`src/hw/rtl/tsa_pkg.sv`:
```
`default_nettype none

package tsa_pkg;

  // Item kinds carried on in_tuser.
  localparam logic [1:0] KIND_LOAD = 2'd0;
  localparam logic [1:0] KIND_TRI  = 2'd1;
  localparam logic [1:0] KIND_READ = 2'd2;

  // Configuration register indexes.
  localparam int unsigned CFG_IW = 8;
  localparam int unsigned CFG_DW = 11;
  localparam logic [CFG_IW-1:0] REG_VERTEX_COUNT = 8'd0;
  localparam logic [CFG_IW-1:0] REG_INDEX_MODE   = 8'd1;

  // Stream widths.
  localparam int unsigned IN_DW  = 192;
  localparam int unsigned IN_UW  = 2;
  localparam int unsigned OUT_DW = 192;
  localparam int unsigned OUT_UW = 2;

  // Corner index width: sequential corners reach 3*1023+2.
  localparam int unsigned KW = 12;
  // Vertex store word: x, y, z, u, v from the lowest bit up.
  localparam int unsigned VW = 160;
  // Accumulator word: six 48-bit sums, then the 16-bit use count.
  localparam int unsigned SW    = 48;
  localparam int unsigned CNT_W = 16;
  localparam int unsigned ACC_W = 6 * SW + CNT_W;
  // Products, numerators and the divider.
  localparam int unsigned NUMW  = 65;
  localparam int unsigned QBITS = 33;

  typedef enum logic [4:0] {
    ST_CLEAR,
    ST_IDLE,
    ST_DISPATCH,
    ST_LOAD,
    ST_VRD,
    ST_VLAT,
    ST_DIFF,
    ST_MUL,
    ST_MULW,
    ST_CHECK,
    ST_DIVINIT,
    ST_DIVSTEP,
    ST_DIVEND,
    ST_ACCRD,
    ST_ACCWR,
    ST_RDRD,
    ST_RDCLR,
    ST_OUT
  } state_t;

  typedef struct packed {
    logic       clear;
    logic       capture;
    logic       face_step;
    logic       vwrite;
    logic       vread;
    logic       vlatch;
    logic       diff;
    logic       mul;
    logic       mulw;
    logic       degen;
    logic       div_init;
    logic       div_step;
    logic       div_end;
    logic       acc_read;
    logic       acc_write;
    logic       acc_zero;
    logic       out_load;
    logic [2:0] sel;
    logic       half;
  } cmd_t;

  typedef struct packed {
    logic [1:0] kind;
    logic       a_ok;
    logic       tri_ok;
    logic       det_zero;
    logic       cnt_zero;
    logic       clear_last;
    logic       out_free;
  } status_t;

endpackage

`default_nettype wire

```
`src/hw/rtl/tsa_ctrl.sv`:
```
`default_nettype none

module tsa_ctrl (
  input  wire              clk,
  input  wire              rst_n,
  input  wire              in_tvalid,
  output logic             in_tready,
  input  tsa_pkg::status_t st,
  output tsa_pkg::cmd_t    cmd
);

  tsa_pkg::state_t state_r, state_nxt;
  logic [2:0] idx_r, idx_nxt;
  logic       half_r, half_nxt;
  logic [5:0] bit_r, bit_nxt;

  // State and sequencing counters.
  always_ff @(posedge clk) begin
    if (!rst_n) begin
      state_r <= tsa_pkg::ST_CLEAR;
      idx_r   <= '0;
      half_r  <= 1'b0;
      bit_r   <= '0;
    end else begin
      state_r <= state_nxt;
      idx_r   <= idx_nxt;
      half_r  <= half_nxt;
      bit_r   <= bit_nxt;
    end
  end

  // Next state.
  always_comb begin
    state_nxt = state_r;
    idx_nxt   = idx_r;
    half_nxt  = half_r;
    bit_nxt   = bit_r;
    case (state_r)
      tsa_pkg::ST_CLEAR: begin
        if (st.clear_last) state_nxt = tsa_pkg::ST_IDLE;
      end
      tsa_pkg::ST_IDLE: begin
        if (in_tvalid) state_nxt = tsa_pkg::ST_DISPATCH;
      end
      tsa_pkg::ST_DISPATCH: begin
        idx_nxt  = '0;
        half_nxt = 1'b0;
        case (st.kind)
          tsa_pkg::KIND_LOAD: state_nxt = st.a_ok ? tsa_pkg::ST_LOAD : tsa_pkg::ST_IDLE;
          tsa_pkg::KIND_TRI:  state_nxt = st.tri_ok ? tsa_pkg::ST_VRD : tsa_pkg::ST_IDLE;
          tsa_pkg::KIND_READ: state_nxt = st.a_ok ? tsa_pkg::ST_RDRD : tsa_pkg::ST_IDLE;
          default:            state_nxt = tsa_pkg::ST_IDLE;
        endcase
      end
      tsa_pkg::ST_LOAD: state_nxt = tsa_pkg::ST_IDLE;
      tsa_pkg::ST_VRD:  state_nxt = tsa_pkg::ST_VLAT;
      tsa_pkg::ST_VLAT: begin
        if (idx_r == 3'd2) begin
          idx_nxt   = '0;
          state_nxt = tsa_pkg::ST_DIFF;
        end else begin
          idx_nxt   = idx_r + 3'd1;
          state_nxt = tsa_pkg::ST_VRD;
        end
      end
      tsa_pkg::ST_DIFF: state_nxt = tsa_pkg::ST_MUL;
      tsa_pkg::ST_MUL:  state_nxt = tsa_pkg::ST_MULW;
      tsa_pkg::ST_MULW: begin
        if (!half_r) begin
          half_nxt  = 1'b1;
          state_nxt = tsa_pkg::ST_MUL;
        end else begin
          half_nxt = 1'b0;
          if (idx_r == 3'd6) begin
            idx_nxt   = '0;
            state_nxt = tsa_pkg::ST_CHECK;
          end else begin
            idx_nxt   = idx_r + 3'd1;
            state_nxt = tsa_pkg::ST_MUL;
          end
        end
      end
      tsa_pkg::ST_CHECK: begin
        state_nxt = st.det_zero ? tsa_pkg::ST_IDLE : tsa_pkg::ST_DIVINIT;
      end
      tsa_pkg::ST_DIVINIT: begin
        bit_nxt   = '0;
        state_nxt = tsa_pkg::ST_DIVSTEP;
      end
      tsa_pkg::ST_DIVSTEP: begin
        if (bit_r == 6'(tsa_pkg::QBITS - 1)) state_nxt = tsa_pkg::ST_DIVEND;
        else bit_nxt = bit_r + 6'd1;
      end
      tsa_pkg::ST_DIVEND: begin
        if (idx_r == 3'd5) begin
          idx_nxt   = '0;
          state_nxt = (st.kind == tsa_pkg::KIND_READ) ? tsa_pkg::ST_OUT : tsa_pkg::ST_ACCRD;
        end else begin
          idx_nxt   = idx_r + 3'd1;
          state_nxt = tsa_pkg::ST_DIVINIT;
        end
      end
      tsa_pkg::ST_ACCRD: state_nxt = tsa_pkg::ST_ACCWR;
      tsa_pkg::ST_ACCWR: begin
        if (idx_r == 3'd2) begin
          idx_nxt   = '0;
          state_nxt = tsa_pkg::ST_IDLE;
        end else begin
          idx_nxt   = idx_r + 3'd1;
          state_nxt = tsa_pkg::ST_ACCRD;
        end
      end
      tsa_pkg::ST_RDRD: state_nxt = tsa_pkg::ST_RDCLR;
      tsa_pkg::ST_RDCLR: begin
        idx_nxt   = '0;
        state_nxt = st.cnt_zero ? tsa_pkg::ST_OUT : tsa_pkg::ST_DIVINIT;
      end
      tsa_pkg::ST_OUT: begin
        if (st.out_free) state_nxt = tsa_pkg::ST_IDLE;
      end
      default: state_nxt = tsa_pkg::ST_IDLE;
    endcase
  end

  // Commands to the datapath.
  always_comb begin
    cmd       = '0;
    cmd.sel   = idx_r;
    cmd.half  = half_r;
    in_tready = 1'b0;
    case (state_r)
      tsa_pkg::ST_CLEAR: cmd.clear = 1'b1;
      tsa_pkg::ST_IDLE: begin
        in_tready   = 1'b1;
        cmd.capture = in_tvalid;
      end
      tsa_pkg::ST_DISPATCH: cmd.face_step = (st.kind == tsa_pkg::KIND_TRI);
      tsa_pkg::ST_LOAD:     cmd.vwrite    = 1'b1;
      tsa_pkg::ST_VRD:      cmd.vread     = 1'b1;
      tsa_pkg::ST_VLAT:     cmd.vlatch    = 1'b1;
      tsa_pkg::ST_DIFF:     cmd.diff      = 1'b1;
      tsa_pkg::ST_MUL:      cmd.mul       = 1'b1;
      tsa_pkg::ST_MULW:     cmd.mulw      = 1'b1;
      tsa_pkg::ST_CHECK:    cmd.degen     = st.det_zero;
      tsa_pkg::ST_DIVINIT:  cmd.div_init  = 1'b1;
      tsa_pkg::ST_DIVSTEP:  cmd.div_step  = 1'b1;
      tsa_pkg::ST_DIVEND:   cmd.div_end   = 1'b1;
      tsa_pkg::ST_ACCRD:    cmd.acc_read  = 1'b1;
      tsa_pkg::ST_ACCWR:    cmd.acc_write = 1'b1;
      tsa_pkg::ST_RDRD:     cmd.acc_read  = 1'b1;
      tsa_pkg::ST_RDCLR:    cmd.acc_zero  = 1'b1;
      tsa_pkg::ST_OUT:      cmd.out_load  = st.out_free;
      default: ;
    endcase
  end

endmodule

`default_nettype wire

```
`config.mk`:
```
export PLATFORM = sky130hd
export DESIGN_NAME = tsa_ctrl
export DESIGN_NICKNAME = d
export VERILOG_FILES = /design/src/hw/rtl/tsa_pkg.sv /design/src/hw/rtl/tsa_ctrl.sv
export SDC_FILE = /design/constraint.sdc
export NUM_CORES = 1
export LEC_CHECK = 0
export BUFFER_PORTS_ARGS = -buffer_cell sky130_fd_sc_hd__clkbuf_2
export CAP_MARGIN = 20
export CORE_ASPECT_RATIO = 0.9
export CORE_UTILIZATION = 59
export DETAILED_ROUTE_END_ITERATION = 12
export MAX_ROUTING_LAYER = met4
export PLACE_DENSITY_LB_ADDON = 0.2
export SLEW_MARGIN = 40
export SYNTH_ARGS = -nofsm -noshare
export SYNTH_HDL_FRONTEND = slang
export SYNTH_SLANG_ARGS = --single-unit
```
`constraint.sdc`:
```
create_clock -name clk -period 3.6 [get_ports clk]
set_input_delay 1.08 -clock clk [delete_from_list [all_inputs] [get_ports clk]]
set_output_delay 1.08 -clock clk [all_outputs]
set_load 0.005 [all_outputs]
```
==> impl_summary.log, run 1 <==
[metrics] status: finished, final reports clean
[metrics] routed wire length: about 4 mm
[metrics] post-layout total power: ~340 uW
[metrics] Post-Route Setup TNS: 0 ns
[metrics] endpoint of the worst hold path: bit_r[2]
[metrics] critical path fanouts, max: 3
[metrics] dominant cells by area after synthesis: sky130_fd_sc_hd__dfxtp_1 (20%), sky130_fd_sc_hd__nor2_1 (5.7%), sky130_fd_sc_hd__nor2b_1 (4.9%)
[metrics] Clock transition at path regs: about 0.09 ns
[metrics] final-report setup violation count: 0
[metrics] vias: 1732
[metrics] global-route wire length before repair: approximately 6.7 mm
[metrics] Max Root-Sink Buffers: 2
[metrics] post-cts hold buffer count: 0
[metrics] DRT antenna net count: 0
[metrics] Pins Over Slew Limit: 0
[metrics] share of the yosys chip area belonging to registers: 19.7%
[metrics] mean number of vias per cell: roughly 6.3
[metrics] actual slew at the worst max-slew pin: roughly 0.65 ns
[metrics] area added between synthesis and finish: 11.9%
[metrics] Fillers: approximately 230
[metrics] min-delay src: bit_r[2]
[metrics] async set-reset flop share out of synthesis: 0%
[metrics] cell chain of the critical path: clkbuf_2 > nor4b_1 > and2_1 > clkbuf_2
[metrics] Crit Path Category: primary input to output pin
[metrics] register-to-register setup slack: around 1.5 ns
[metrics] RSZ-0062 raised after global routing: no
[metrics] power density of the placed cells: 198 mW/mm2
[metrics] worst hold-check path type: flip-flop to flip-flop
[metrics] starting density of the core: between 60% and 70%
[metrics] count of input and output buffers: 32
[metrics] number of max-cap violations: 0
[metrics] number of placed I/O pins: 33
[metrics] number of flops mapped to enable cells by yosys: 0
[metrics] wire length per cell: roughly 15 um
[metrics] portion of synthesized cell area occupied by the leading cell type: 19.7%
[metrics] Placeable Area: around 0.0024 mm2
[metrics] synthesized area divided by synthesized cell count: between 6 and 7 um2
[metrics] initial antenna violation count: 0
[metrics] Final Skew: 0.00320 ns
[metrics] cell type contributing the most total cell area after synthesis: sky130_fd_sc_hd__dfxtp_1
[metrics] Placer Congestion: about 0.96
[metrics] total standard cell area after synthesis: between 0.0015 and 0.002 mm2
[metrics] post-layout net count: approximately 260
[metrics] number of global-route vias before repair: 1427
[metrics] kind of start point of the critical path: primary input
[metrics] achievable clock frequency: around 340 MHz
[metrics] post-route minimum period: between 2 and 3 ns
[metrics] RR Startpoint: state_r[1]
[metrics] Final period util: between 80% and 90%
[metrics] pin count of the biggest net entering global routing: 20
[metrics] CP Capture Type: output pin
[metrics] endpoint arrival time on the critical path: approximately 1.9 ns
[metrics] HPWL Detailed: a little over 3 mm
[metrics] FF-to-FF path depth: 6
[metrics] syn nets: between 200 and 250
[metrics] clock latency on the worst-skew pair: approximately 0.29 ns
[metrics] antenna cells: 0
[metrics] leading cell type by number of instances after synthesis: sky130_fd_sc_hd__nor2_1
[metrics] Worst Hold Slack: roughly 0.54 ns
[metrics] r2r endpoint: idx_r[0]
[metrics] area of the die: 0.00279 mm2
[metrics] Synth Instances: between 200 and 250
[metrics] cell depth of the worst hold path: 2
[metrics] Max IR drop VDD: 0.231 mV
[metrics] count of distinct cell types in the synthesized netlist: 55
[metrics] required time at the endpoint of the critical path: ~2.5 ns
[metrics] slew margin rel.: a little under three fifths
[metrics] global route total overflow: 0
[metrics] cell at the slowest stage of the critical path: sky130_fd_sc_hd__nor4b_1
[metrics] post-CTS sizing: 0
[metrics] number of endpoints with negative hold slack in the final report: 0
[metrics] Top delay family on crit path: simple AND/OR/NAND/NOR gates
[metrics] most frequent cell on the critical path: sky130_fd_sc_hd__clkbuf_2
[metrics] number of setup buffers added after CTS: 0
[metrics] die boundary width: ~56 um
[metrics] share of final-layout standard cells stronger than drive strength 1: 20.0%
[metrics] FP Rows: 17
[metrics] prevailing post-synth register cell: sky130_fd_sc_hd__dfxtp_1
[metrics] longest individual stage delay on the worst path: between 0.3 and 0.4 ns
[metrics] DRC marker count from the first detailed-route iteration: between 100 and 150
[metrics] utilization after layout: between 60% and 70%
[metrics] Bufs and invs on worst path: 2
[metrics] Die Y-Extent: between 50 and 60 um
[metrics] cell area after layout: between 0.0015 and 0.002 mm2
[metrics] cell area reported after detailed placement: roughly 0.0017 mm2
[metrics] number of levels the H-tree was split into: 1
[metrics] FF+latch count, synth: 15
[metrics] root buffer selected by CTS: sky130_fd_sc_hd__clkbuf_4
[metrics] static leakage: about 0.00070 uW
[metrics] total number of yosys warnings: 0
[metrics] GR Util All Layers: between 30% and 40%
[metrics] Post-synth top cells: sky130_fd_sc_hd__nor2_1 (23), sky130_fd_sc_hd__nand2_1 (18), sky130_fd_sc_hd__dfxtp_1 (15)
[metrics] drt drc: 0
[metrics] CTS buffer count: 3
[metrics] Num Clock Sinks: 15
[metrics] DR pass1 iterations: 4
[metrics] CTS tree: done
[routing by layer]
layer	vias to the layer above	wire length, um	global-route usage (%)
met1	786	1870	45.4
met3	6	441	4.38
li1	844	-	-
met4	0	39	7.92
met5	-	0	-
met2	96	1730	44.8
[kinds of logic after synthesis]
kind of cell | count (synthesis) | synth area share (%)
AOI/OAI and AO/OA | 57 | 27.0
muxes | 4 | 2.71
and+or+nand+nor | 112 | 40.1
DFF | 15 | 19.7
adders and majority gates | 2 | 1.64
buffers and inverters | 30 | 8.86
[report_power, final]
group | switching [uW] | internal, uW | leakage [uW]
logic | 36.4 | 26.7 | 0.000567
clock network | 58.4 | 43.1 | 0.0000150
registers | 5.57 | 168 | 0.000121
[layout by cell type (no fill, tap or decap), drive strengths merged, types with 5 or more instances in the layout]
cell type  count
a31oi          7
nand3          6
clkbuf        36
nor3          11
nor2          23
dfxtp         15
nand2b         9
nand2         18
inv           14
a21oi          8
o21ai         10
and2           5
or3            6
buf            5
a21boi         6
nor2b         12
[cell type report]
type	count	area (um2)	area share, %
Tap cell	28	35.0	2.05
Timing Repair Buffer	37	198	11.6
Multi-Input combinational cell	175	1090	64.1
Clock buffer	4	26.3	1.54
Sequential cell	15	300	17.6
Inverter	14	52.6	3.08
[worst min-delay path: stages (launching register included)]
cell and delay [ns]:
sky130_fd_sc_hd__dfxtp_1 0.37, sky130_fd_sc_hd__nand2_1 0.07, sky130_fd_sc_hd__a21boi_0 0.07
[worst max-delay path by stage]
stage                      from  endpoint  slack [ns]  cells past startpoint
after floorplan           st[7]   cmd[18]        0.91                      2
after global placement    st[7]   cmd[18]        0.70                      4
after detailed placement  st[6]   cmd[18]        0.67                      4
after CTS                 st[6]   cmd[18]        0.68                      4
after global routing      st[6]   cmd[18]        0.55                      4
final                     st[6]   cmd[18]        0.66                      4
[metrics by stage]
step	setup WS (ns)	instances
after floorplan	0.910	220
after global placement	0.701	269
after detailed placement	0.669	269
after CTS	0.675	273
after global routing	0.550	273
final	0.664	273
[flip-flops by register name (all words and copies together) (netlist names)]
register	flops
idx_r	3
half_r	1
bit_r	6
state_r	5
(Power assumes the default switching activity.)
==> run 2, diff against run 1 <==
- CORE_UTILIZATION: 59 -> 49
- clock period: 3.6 -> 2.5 ns (I/O delays scaled with it)
==> impl_summary.log, run 2 (synthesis results as in run 1) <==
[metrics] share of total power in combinational logic: approximately a fifth
[metrics] number of max-cap violations: 0
[metrics] CTS tree: done
[metrics] RSZ-0062 raised after global routing: no
[metrics] Final period util: 98.0%
[metrics] Crit Path Category: flip-flop to output pin
[metrics] RR Startpoint: state_r[0]
[metrics] global route total overflow: 0
[metrics] Post-Route Setup TNS: 0 ns
[metrics] longest individual stage delay on the worst path: approximately 0.45 ns
[metrics] min-delay src: bit_r[2]
[metrics] switching power: between 150 and 200 uW
[metrics] DR pass1 iterations: 4
[metrics] post-route minimum period: approximately 2.5 ns
[metrics] Placeable Area: between 0.002 and 0.003 mm2
[metrics] status: finished, final reports clean
[metrics] post-cts hold buffer count: 0
[metrics] number of global-route vias before repair: between 1000 and 1500
[metrics] area added between synthesis and finish: 16.1%
[metrics] proportion of total power due to net switching: approximately 33%
[metrics] clock share of power: between 30% and 40%
[metrics] CP Capture Type: output pin
[metrics] starting density of the core: between 50% and 60%
[metrics] GR Util All Layers: around 30%
[metrics] HPWL Detailed: approximately 3.2 mm
[metrics] Int Power: around 340 uW
[metrics] vias: ~1800
[metrics] static leakage: slightly above 0.0007 uW
[metrics] initial antenna violation count: 0
[metrics] number of setup buffers added after CTS: 0
[metrics] mean number of vias per cell: between 6 and 7
[metrics] drt drc: 0
[metrics] cell at the slowest stage of the critical path: sky130_fd_sc_hd__dfxtp_1
[metrics] number of levels the H-tree was split into: 1
[metrics] Placer Congestion: roughly 0.96
[metrics] DRT antenna net count: 0
[metrics] leading cell type in the layout, fill and taps excluded: sky130_fd_sc_hd__clkbuf_2
[metrics] DRC marker count from the first detailed-route iteration: between 100 and 150
[metrics] antenna cells: 0
[metrics] critical path fanouts, max: 19
[metrics] portion of total power attributed to sequential cells: 48.9%
[metrics] post-layout net count: 262
[metrics] Pins Over Slew Limit: 0
[metrics] kind of start point of the critical path: flip-flop
[metrics] root buffer selected by CTS: sky130_fd_sc_hd__clkbuf_4
[metrics] clock latency on the worst-skew pair: roughly 0.31 ns
[metrics] Die Y-Extent: 54.9 um
[metrics] CTS buffer count: 3
[metrics] cell chain of the critical path: buf_4 > or3_1 > nor2_1 > clkbuf_2
[metrics] pin count of the biggest net entering global routing: 22
[metrics] area of the die: roughly 0.0033 mm2
[metrics] achievable clock frequency: ~400 MHz
[metrics] cell area reported after detailed placement: 0.00171 mm2
[metrics] commonest non-fill, non-tap cells in the layout: sky130_fd_sc_hd__clkbuf_2 (32), sky130_fd_sc_hd__nor2_1 (22), sky130_fd_sc_hd__nand2_1 (18)
[metrics] number of endpoints with negative hold slack in the final report: 0
[metrics] actual slew at the worst max-slew pin: approximately 0.6 ns
[metrics] share of final-layout standard cells stronger than drive strength 1: about a quarter
[metrics] Clock transition at path regs: 0.12 ns
[metrics] post-layout total power: 511 uW
[metrics] Largest register FFs: 6
[metrics] wire length per cell: about 15 um
[metrics] timing startpoint of the critical path: state_r[0]
[metrics] required time at the endpoint of the critical path: between 1.5 and 2 ns
[metrics] slew margin rel.: between 50% and 60%
[metrics] number of placed I/O pins: 33
[metrics] Final Skew: about 0.0069 ns
[metrics] register containing the most flip-flops in the final layout: bit_r
[metrics] cell area after layout: around 0.0018 mm2
[metrics] final-report setup violation count: 0
[metrics] routed wire length: 4.35 mm
[metrics] Num Clock Sinks: 15
[metrics] endpoint arrival time on the critical path: around 1.7 ns
[metrics] power density of the placed cells: between 200 and 300 mW/mm2
[metrics] worst hold-check path type: flip-flop to flip-flop
[metrics] FP Rows: 18
[metrics] Max Root-Sink Buffers: 2
[metrics] count of input and output buffers: 32
[metrics] die boundary width: a little over 60 um
[metrics] Largest regs: bit_r (6), state_r (5), idx_r (3)
[metrics] Max IR drop VDD: approximately 0.24 mV
[metrics] global-route wire length before repair: 6.96 mm
[metrics] Worst Hold Slack: around 0.56 ns
run 2: path summary, 6_finish.rpt:
path	cells past startpoint	end	slack [ns]
worst min-delay path	2	bit_r[2]	0.56
worst max register to register	6	state_r[1]	0.29
worst max-delay path	4	cmd[20]	0.05
worst min register to register	2	bit_r[2]	0.56
run 2: area by class of cell:
cell class	instances	area, um2
multi-input cells	175	1110
fillers	289	1090
flip-flops and latches	15	304
repair buffers	40	220
inverters	14	52.6
well taps	40	50.0
clock buffers	3	22.5
clock inverters	1	7.51
run 2: metal layers:
metal	share of wire, %	up-vias	GRT usage (%)	wire [um]
met5	0	-	-	0
met4	1.6	0	9.47	71
met3	8.0	7	2.79	349
met2	40	87	39.6	1740
met1	50	813	45.1	2190
li1	-	852	-	-
run 2: critical path, delay by kind of cell (launching register included):
family,cells,cell delay (ns)
buf+inv,2,0.38
flops,1,0.45
simple gates,2,0.56
run 2: power by group through the flow:
stage               logic (uW)  registers (uW)  clock network [uW]
floorplan                 66.5             249                   0
global placement          93.2             254                   0
detailed placement        94.2             254                   0
CTS                       94.7             249                 163
global route               109             250                 171
finish                    99.3             250                 162
run 2: timing repair:
action | in CTS | in global routing
setup endpoints to repair | 0 | 6
gates resized for setup | 0 | 9
endpoints found under the hold margin | 0 | 0
run 2: stage by stage:
stage | std cells | worst slack (ns) | util (%)
floorplan | 220 | 0.409 | -
detailed placement | 284 | 0.173 | 59.9
finish | 288 | 0.0493 | 61.9
global placement | 284 | 0.270 | 59.9
global route | 288 | 0.00588 | 61.9
CTS | 288 | 0.0344 | 60.9
==> run 3, diff against run 2 <==
--- a/config.mk
+++ b/config.mk
@@ -10,4 +10,5 @@
 export CORE_ASPECT_RATIO = 0.9
 export CORE_UTILIZATION = 49
+export CTS_CLUSTER_SIZE = 20
 export DETAILED_ROUTE_END_ITERATION = 12
 export MAX_ROUTING_LAYER = met4
==> constraint.sdc (replaced) <==
create_clock -name clk -period 2.5 [get_ports clk]
set_input_delay 0.75 -clock clk [delete_from_list [all_inputs] [get_ports clk]]
set_output_delay 0.75 -clock clk [all_outputs]
set_load 0.05 [all_outputs]
==> impl_summary.log, run 3 (synthesis results as in run 1) <==
[metrics] Largest regs: bit_r (6), state_r (5), idx_r (3)
[metrics] mean number of vias per cell: a little under 6
[metrics] clock latency on the worst-skew pair: 0.29 ns
[metrics] post-cts hold buffer count: 0
[metrics] Fillers: between 200 and 300
[metrics] commonest non-fill, non-tap cells in the layout: sky130_fd_sc_hd__clkbuf_2 (30), sky130_fd_sc_hd__nor2_1 (22), sky130_fd_sc_hd__nand2_1 (18)
[metrics] Post-Route Setup TNS: 0 ns
[metrics] final-report setup violation count: 0
[metrics] die boundary width: around 61 um
[metrics] GR Util All Layers: 28.2%
[metrics] global route total overflow: 0
[metrics] status: finished, final reports clean
[metrics] routed wire length: 4.27 mm
[metrics] actual slew at the worst max-slew pin: between 0.4 and 0.5 ns
[metrics] slew margin rel.: 68.6%
[metrics] CTS tree: done
[metrics] timing startpoint of the critical path: state_r[4]
[metrics] wire length per cell: between 10 and 15 um
[metrics] starting density of the core: around 53%
[metrics] Clock transition at path regs: around 0.10 ns
[metrics] initial antenna violation count: 0
[metrics] DRT antenna net count: 0
[metrics] area added between synthesis and finish: 18.5%
[metrics] vias: ~1700
[metrics] Largest register FFs: 6
[metrics] Die Y-Extent: 54.9 um
[metrics] Crit Path Category: flip-flop to output pin
[metrics] leading cell type in the layout, fill and taps excluded: sky130_fd_sc_hd__clkbuf_2
[metrics] worst hold-check path type: flip-flop to flip-flop
[metrics] post-route minimum period: ~2.4 ns
[metrics] kind of start point of the critical path: flip-flop
[metrics] Pins Over Slew Limit: 0
[metrics] critical path fanouts, max: 12
[metrics] static leakage: roughly 0.00075 uW
[metrics] Final period util: a little over nine tenths
[metrics] DR pass1 iterations: 4
[metrics] post-layout net count: around 270
[metrics] number of levels the H-tree was split into: 1
[metrics] global-route wire length before repair: approximately 6.7 mm
[metrics] required time at the endpoint of the critical path: about 1.8 ns
[metrics] CTS buffer count: 3
[metrics] pin count of the biggest net entering global routing: 17
[metrics] Max IR drop VDD: ~0.25 mV
[metrics] area of the die: between 0.003 and 0.004 mm2
[metrics] endpoint arrival time on the critical path: between 1.5 and 2 ns
[metrics] power density of the placed cells: between 200 and 300 mW/mm2
[metrics] min-delay src: bit_r[2]
[metrics] HPWL Detailed: between 3 and 4 mm
[metrics] number of endpoints with negative hold slack in the final report: 0
[metrics] register containing the most flip-flops in the final layout: bit_r
[metrics] drt drc: 0
[metrics] RR Startpoint: state_r[0]
[metrics] DRC marker count from the first detailed-route iteration: around 150
[metrics] FP Rows: 18
[metrics] Final Skew: between 0.01 and 0.015 ns
[metrics] share of final-layout standard cells stronger than drive strength 1: around a quarter
[metrics] Placer Congestion: 1.02
[metrics] achievable clock frequency: between 400 and 500 MHz
[metrics] number of global-route vias before repair: ~1400
[metrics] Num Clock Sinks: 15
[metrics] Max Root-Sink Buffers: 2
[metrics] RSZ-0062 raised after global routing: no
[metrics] CP Capture Type: output pin
[metrics] Placeable Area: 0.00286 mm2
[metrics] antenna cells: 0
[metrics] root buffer selected by CTS: sky130_fd_sc_hd__clkbuf_4
[metrics] post-layout total power: 521 uW
[metrics] number of placed I/O pins: 33
[metrics] count of input and output buffers: 32
[metrics] number of max-cap violations: 0
-- run 3: layout make-up --
class	count	area, um2	area share [%]
multi-input combinational	175	1120	61.8
sequential	15	305	16.9
timing repair buffer	44	255	14.1
inverter	14	52.6	2.91
tap	40	50.0	2.77
clock buffer	4	26.3	1.45
-- run 3: path summary, 6_finish.rpt --
check / endpoint / slack (ns) / cells past startpoint
min reg2reg: bit_r[2] / 0.55 / 2
max: cmd[8] / 0.11 / 4
max reg2reg: idx_r[1] / 0.51 / 6
min: bit_r[2] / 0.55 / 2
-- run 3: critical path: stages, from the launching register on --
cell and delay (ns):
sky130_fd_sc_hd__dfxtp_2 0.40, sky130_fd_sc_hd__or3_4 0.40, sky130_fd_sc_hd__or2_1 0.23, sky130_fd_sc_hd__inv_1 0.09, sky130_fd_sc_hd__clkbuf_4 0.23
-- run 3: layer usage --
layer | global-route usage, % | share of wire, % | routed length (um)
met4 | 9.47 | 1.9 | 82
met5 | - | 0 | 0
met1 | 39.0 | 49 | 2110
met2 | 39.4 | 39 | 1680
met3 | 7.44 | 9.2 | 392
-- run 3: power by group --
part / internal [uW] / switching [uW] / total [uW] / leakage, uW
registers: 242 / 10.5 / 252 / 0.000123
clock network: 62.1 / 85.0 / 147 / 0.0000150
logic: 45.4 / 75.7 / 121 / 0.000609
total: 349 / 171 / 521 / 0.000747
-- run 3: per-stage QoR --
stage / cell area, um2 / utilization [%] / cells / hold slack [ns] / setup slack, ns
finish: 1810 / 63.2 / 292 / 0.550 / 0.108
global route: 1810 / 63.2 / 292 / 0.599 / 0.00473
CTS: 1800 / 62.8 / 292 / 0.546 / 0.0111
detailed placement: 1750 / 61.2 / 288 / 0.530 / 0.161
global placement: 1750 / 61.2 / 288 / 0.528 / 0.185
floorplan: 1530 / - / 220 / 0.490 / -0.138
-- run 3: what timing repair did --
action	CTS	global route
resized for setup	7	5
endpoints found under the setup margin	4	7
hold endpoints to repair	0	0
buffers inserted	0	0
